### src/rtl/adfs_pkg.sv
`default_nettype none

package adfs_pkg;

    localparam int BYTE_W    = 8;
    localparam int TYPE_W    = 8;
    localparam int OFF_W     = 5;
    localparam int CFG_IDX_W = 1;
    localparam int CFG_DATA_W = 8;

    localparam logic [OFF_W-1:0] OFF_MAX = '1;

    localparam logic [CFG_IDX_W-1:0] CFG_TARGET_TYPE  = 1'd0;
    localparam logic [CFG_IDX_W-1:0] CFG_START_OFFSET = 1'd1;

    typedef struct packed {
        logic             record_found;
        logic [OFF_W-1:0] value_offset;
        logic [OFF_W-1:0] value_length;
    } result_t;

endpackage

`default_nettype wire

### src/rtl/adv_data_field_search_top.sv
// Channel   Direction  Handshake          Payload
// s_        in         s_valid / s_ready  s_payload_byte[7:0], s_final_byte
// m_        out        m_valid / m_ready  m_record_found, m_value_offset[4:0], m_value_length[4:0]
// cfg_      in         cfg_wr_en          cfg_index[0], cfg_wdata[7:0]
//
// A byte is taken per cycle when s_ready is high; the record walk updates in the accepting cycle.
// The item with s_final_byte set yields one result in the output register the next cycle.
// s_ready drops only while a result waits in the output register and m_ready is low.
// Reset (aresetn low at a clock edge) clears the walk state, config registers and output valid.
`default_nettype none

module adv_data_field_search_top #(
    parameter int MAX_PAYLOAD = 31
) (
    input  wire logic                          aclk,
    input  wire logic                          aresetn,
    input  wire logic                          s_valid,
    output logic                               s_ready,
    input  wire logic [adfs_pkg::BYTE_W-1:0]   s_payload_byte,
    input  wire logic                          s_final_byte,
    output logic                               m_valid,
    input  wire logic                          m_ready,
    output logic                               m_record_found,
    output logic [adfs_pkg::OFF_W-1:0]         m_value_offset,
    output logic [adfs_pkg::OFF_W-1:0]         m_value_length,
    input  wire logic                          cfg_wr_en,
    input  wire logic [adfs_pkg::CFG_IDX_W-1:0] cfg_index,
    input  wire logic [adfs_pkg::CFG_DATA_W-1:0] cfg_wdata
);
    import adfs_pkg::*;

    localparam int PW = $clog2(MAX_PAYLOAD + 1);
    localparam int NW = $clog2(MAX_PAYLOAD + 256);

    logic [TYPE_W-1:0] target_type_reg;
    logic [OFF_W-1:0]  start_offset_reg;

    logic [PW-1:0]     pos_reg, pos_next;
    logic [NW-1:0]     nrs_reg, nrs_next;
    logic [BYTE_W-1:0] cur_len_reg, cur_len_next;
    logic              match_reg, match_next;
    logic [PW-1:0]     mrs_reg, mrs_next;
    logic [BYTE_W-1:0] mlen_reg, mlen_next;

    logic              m_valid_reg;
    result_t           result_reg, result_next;

    logic              s_fire;
    logic [NW-1:0]     pos_ext;
    logic [NW-1:0]     nrs_adv;
    logic [NW-1:0]     val_off;
    logic [NW-1:0]     val_len;
    logic [NW-1:0]     val_end;

    assign s_ready = !m_valid_reg || m_ready;
    assign s_fire  = s_valid && s_ready;
    assign pos_ext = NW'(pos_reg);
    assign nrs_adv = nrs_reg + NW'(cur_len_reg) + NW'(1);

    always_comb begin
        pos_next     = pos_reg;
        nrs_next     = nrs_reg;
        cur_len_next = cur_len_reg;
        match_next   = match_reg;
        mrs_next     = mrs_reg;
        mlen_next    = mlen_reg;
        if (pos_reg < PW'(MAX_PAYLOAD)) begin
            pos_next = pos_reg + PW'(1);
            if (!match_reg) begin
                if (pos_ext == nrs_reg) begin
                    cur_len_next = s_payload_byte;
                end else if (pos_ext == nrs_reg + NW'(1)) begin
                    if (nrs_reg >= NW'(start_offset_reg) && s_payload_byte == target_type_reg) begin
                        match_next = 1'b1;
                        mrs_next   = nrs_reg[PW-1:0];
                        mlen_next  = cur_len_reg;
                    end else begin
                        nrs_next = nrs_adv;
                        if (nrs_adv == pos_ext) begin
                            cur_len_next = s_payload_byte;
                        end
                    end
                end
            end
        end
    end

    assign val_off = NW'(mrs_next) + NW'(2);
    assign val_len = NW'(mlen_next) - NW'(1);
    assign val_end = val_off + val_len;

    always_comb begin
        result_next = '0;
        if (match_next && mlen_next > BYTE_W'(1) && val_end <= NW'(pos_next)
                && val_off <= NW'(OFF_MAX) && val_len <= NW'(OFF_MAX)) begin
            result_next.record_found = 1'b1;
            result_next.value_offset = val_off[OFF_W-1:0];
            result_next.value_length = val_len[OFF_W-1:0];
        end
    end

    always_ff @(posedge aclk) begin
        if (!aresetn) begin
            target_type_reg  <= '0;
            start_offset_reg <= '0;
        end else if (cfg_wr_en) begin
            case (cfg_index)
                CFG_TARGET_TYPE:  target_type_reg  <= cfg_wdata[TYPE_W-1:0];
                CFG_START_OFFSET: start_offset_reg <= cfg_wdata[OFF_W-1:0];
                default: begin
                end
            endcase
        end
    end

    always_ff @(posedge aclk) begin
        if (!aresetn) begin
            pos_reg     <= '0;
            nrs_reg     <= '0;
            cur_len_reg <= '0;
            match_reg   <= 1'b0;
            mrs_reg     <= '0;
            mlen_reg    <= '0;
        end else if (s_fire) begin
            cur_len_reg <= cur_len_next;
            mrs_reg     <= mrs_next;
            mlen_reg    <= mlen_next;
            if (s_final_byte) begin
                pos_reg   <= '0;
                nrs_reg   <= '0;
                match_reg <= 1'b0;
            end else begin
                pos_reg   <= pos_next;
                nrs_reg   <= nrs_next;
                match_reg <= match_next;
            end
        end
    end

    always_ff @(posedge aclk) begin
        if (!aresetn) begin
            m_valid_reg <= 1'b0;
        end else if (s_fire && s_final_byte) begin
            m_valid_reg <= 1'b1;
        end else if (m_ready) begin
            m_valid_reg <= 1'b0;
        end
    end

    always_ff @(posedge aclk) begin
        if (s_fire && s_final_byte) begin
            result_reg <= result_next;
        end
    end

    assign m_valid        = m_valid_reg;
    assign m_record_found = result_reg.record_found;
    assign m_value_offset = result_reg.value_offset;
    assign m_value_length = result_reg.value_length;

endmodule

`default_nettype wire

### config.mk
export PLATFORM = sky130hd
export DESIGN_NAME = adv_data_field_search_top
export DESIGN_NICKNAME = d
export VERILOG_FILES = /design/src/rtl/adfs_pkg.sv /design/src/rtl/adv_data_field_search_top.sv
export SDC_FILE = /design/constraint.sdc
export NUM_CORES = 1
export LEC_CHECK = 0
export BUFFER_PORTS_ARGS = -buffer_cell sky130_fd_sc_hd__buf_2
export CORE_ASPECT_RATIO = 1.1
export CORE_MARGIN = 4
export CORE_UTILIZATION = 25
export DETAILED_ROUTE_END_ITERATION = 16
export MAX_ROUTING_LAYER = met4
export PLACE_DENSITY_LB_ADDON = 0.1
export REMOVE_ABC_BUFFERS = 1
export SLEW_MARGIN = 0
export SYNTH_ARGS = -nofsm -noshare
export SYNTH_HDL_FRONTEND = slang
export SYNTH_SLANG_ARGS = --single-unit
export TNS_END_PERCENT = 20
### constraint.sdc
create_clock -name aclk -period 11.2 [get_ports aclk]
set_input_delay 2.24 -clock aclk [delete_from_list [all_inputs] [get_ports aclk]]
set_output_delay 2.24 -clock aclk [all_outputs]
set_load 0.02 [all_outputs]
==> metrics <==
CORE AREA 16,490 µm²; status complete, no violations; Detail Route Antenna Nets 0; post-layout instance area 4871 µm²; Critical Path Fanout Max 20; Final period util 0.6140; CTS resizes 0; clk_lat worst skew 0.34 ns; Final Hold Viols 0; min-delay src start_offset_reg[4]$_SDFFE_PN0P_; DRT met1 WL approximately 5400 µm; first-pass GRT wire length 19,660 µm; Synth cell types 63; post-CTS setup repair buffer count 0; GPL Wtd Cong 0.8430; IO buf count 35; worst min path class reg2reg; asr flop ratio synth 0; Max Buffers Root-to-Sink 2; clk sinks 61; ranking of synthesized cells by area dfxtp_1 24%, ha_1 8.6%, edfxtp_1 7.8%; max_slew headroom 0.5512; Syn Inst Count 492; vias in the first global route 3,689; CP startpoint kind primary input; Fmax 145.4 MHz; Main synth FF type dfxtp_1; DR WL/cell 16.01 µm; routed via count 3,493; layout cell share with drive strength beyond 1 0.1565; WP data required 11.36 ns; largest family of logic cells by synthesized area simple AND/OR/NAND/NOR gates; Worst Skew 0.006430 ns; setup TNS 0 ns; met3 wire length 392 µm; IO Count 36; R2R Path Start nrs_reg[1]$_SDFFE_PN0P_; Die Y 144.6 µm; initial antenna violation count 0; DR pass1 iterations 4; Tmin final 6.877 ns; Synth Area in Simple Gates 0.2540; clock-pin slew on the worst setup and hold paths 0.06 ns; Synth Area in Adders 0.09499; most common cell after layout, fill and taps aside nand2_1; placed instance area 4578 µm²; cell taking the most area after synthesis dfxtp_1; Ys Warns 0; Compound-Gate Fraction of Synth Area 0.1401; Site Rows 49; MaxCap Viol Count 0; most frequent cells in the layout 62 x nand2_1, 50 x dfxtp_1, 43 x nor2_1; First DRT Iteration DRCs 153; Arrival @ worst endpoint about 7.0 ns; die area between 15,000 and 20,000 µm²; multiplexer share of the synthesized area 0.06047; CTS root buffer clkbuf_16; drt total wl around 12,000 µm; P&R area growth vs syn 14.84%; CTS tree built; Worst VDD drop 0.05810 mV; Yosys reg bits 61; Synth Area in XOR/XNOR 0.08466; nets between 500 and 600; CTS H-tree lvls 3; register area share after synthesis 0.3139; die width 132.2 µm; largest net degree at the start of global routing 24; # hold bufs at CTS 0; Syn Std Cell Area 4242 µm²; Avg Cell Area, Syn 8.621 µm²; Starting Density 0.2572; CP Capture Type flop; GRT Total Usage 0.1341; RSZ-0062 raised after global routing no; max reg flops 9; final hold slack about 0.45 ns; CTS Buf Count 9; Ant. Diodes 0; PD cells roughly 130 nW/µm²; leak pwr 1.938 nW; Critical path origin s_payload_byte[7]; DR top layer met4; crit path kind in2reg; Worst-Margin Slew 0.6691 ns; Via density 4.798; # DRC 0; DPL Wire Length 9036 µm; post-synth top area share 0.2360; Met2 Routed Length 5664 µm; final setup fails 0; max-slew violations 0; EDFF count, synth 11; grt ovf 0
## layout make-up
class / instances / area (µm²)
inverter: 24 / 90.09
tap: 204 / 255.2
multi-input combinational: 384 / 2696
sequential: 61 / 1331
timing repair buffer: 39 / 205.2
clock inverter: 6 / 42.54
clock buffer: 10 / 250.2
fill: 1741 / 11620
## cell families (layout without fill, tap and decap cells)
logic type,after synthesis,in the layout
adder cells (fa/ha/maj),31,31
buffers and inverters,47,79
flip-flops,61,61
AO/OA/AOI/OAI,90,90
AND/OR/NAND/NOR,197,197
XOR/XNOR,41,41
multiplexers,25,25
## synthesized netlist by cell type (3+ instances only)
| cell | number |
|---|---|
| xnor2_1 | 16 |
| mux2i_1 | 23 |
| xor2_1 | 25 |
| nor3_2 | 5 |
| buf_4 | 4 |
| o21a_1 | 3 |
| a2bb2oi_1 | 3 |
| nand3b_1 | 6 |
| nor4_2 | 3 |
| inv_1 | 22 |
| nand2_1 | 62 |
| nand4_1 | 5 |
| o21ai_1 | 4 |
| buf_2 | 5 |
| nor3_1 | 11 |
| a22oi_1 | 7 |
| a211oi_1 | 5 |
| nor2_1 | 43 |
| ha_1 | 29 |
| a21o_1 | 3 |
| a21oi_1 | 34 |
| nand3_1 | 21 |
| edfxtp_1 | 11 |
| buf_6 | 3 |
| clkbuf_1 | 11 |
| o21ai_0 | 13 |
| dfxtp_1 | 50 |
| nor3b_2 | 6 |
| nor2b_1 | 8 |
| nand2b_1 | 8 |
## report_power, final
| part | internal [mW] | leakage [nW] | switching (mW) |
|---|---|---|---|
| Sequential | 0.231 | 0.514 | 0.0105 |
| Combinational | 0.0480 | 1.28 | 0.0651 |
| Clock | 0.164 | 0.145 | 0.112 |
## through the flow
step / utilization / power (mW) / instances / setup slack [ns]
6_report: 0.2953 / 0.6310 / 728 / 4.323
5_1_grt: 0.2953 / 0.6712 / 728 / 3.830
4_1_cts: 0.2953 / 0.6436 / 728 / 4.211
3_5_place_dp: 0.2776 / 0.3613 / 712 / 3.871
3_3_place_gp: 0.2776 / 0.3608 / 712 / 3.993
2_1_floorplan: - / 0.3251 / 469 / 2.692
## final timing paths
kind | slack (ns) | cells past startpoint | end
worst max-delay path | 4.32 | 19 | m_value_offset[0]$_SDFFCE_PN0P_
worst min-delay path | 0.45 | 2 | start_offset_reg[4]$_SDFFE_PN0P_
worst max register to register | 5.48 | 19 | m_value_offset[0]$_SDFFCE_PN0P_
worst min register to register | 0.45 | 2 | start_offset_reg[4]$_SDFFE_PN0P_
## critical path, stage by stage
cell	delay, ns
buf_2	0.12
xor2_1	0.16
nor4_2	0.42
o311ai_4	0.22
nor4_2	0.25
buf_4	0.32
mux2i_1	0.43
ha_1	0.34
nor3b_1	0.33
xnor2_1	0.10
mux2i_1	0.23
ha_1	0.31
xnor2_1	0.15
ha_1	0.29
and4_1	0.17
a22oi_1	0.08
nor3_1	0.18
nand4b_2	0.40
nor3_2	0.28
## layer usage
metal  vias to the layer above  track usage
met4                         0      0.04705
met2                        61       0.2326
met1                      1628       0.1594
met5                         -            -
li1                       1788            -
met3                        16      0.02122
(Power assumes the default switching activity.)
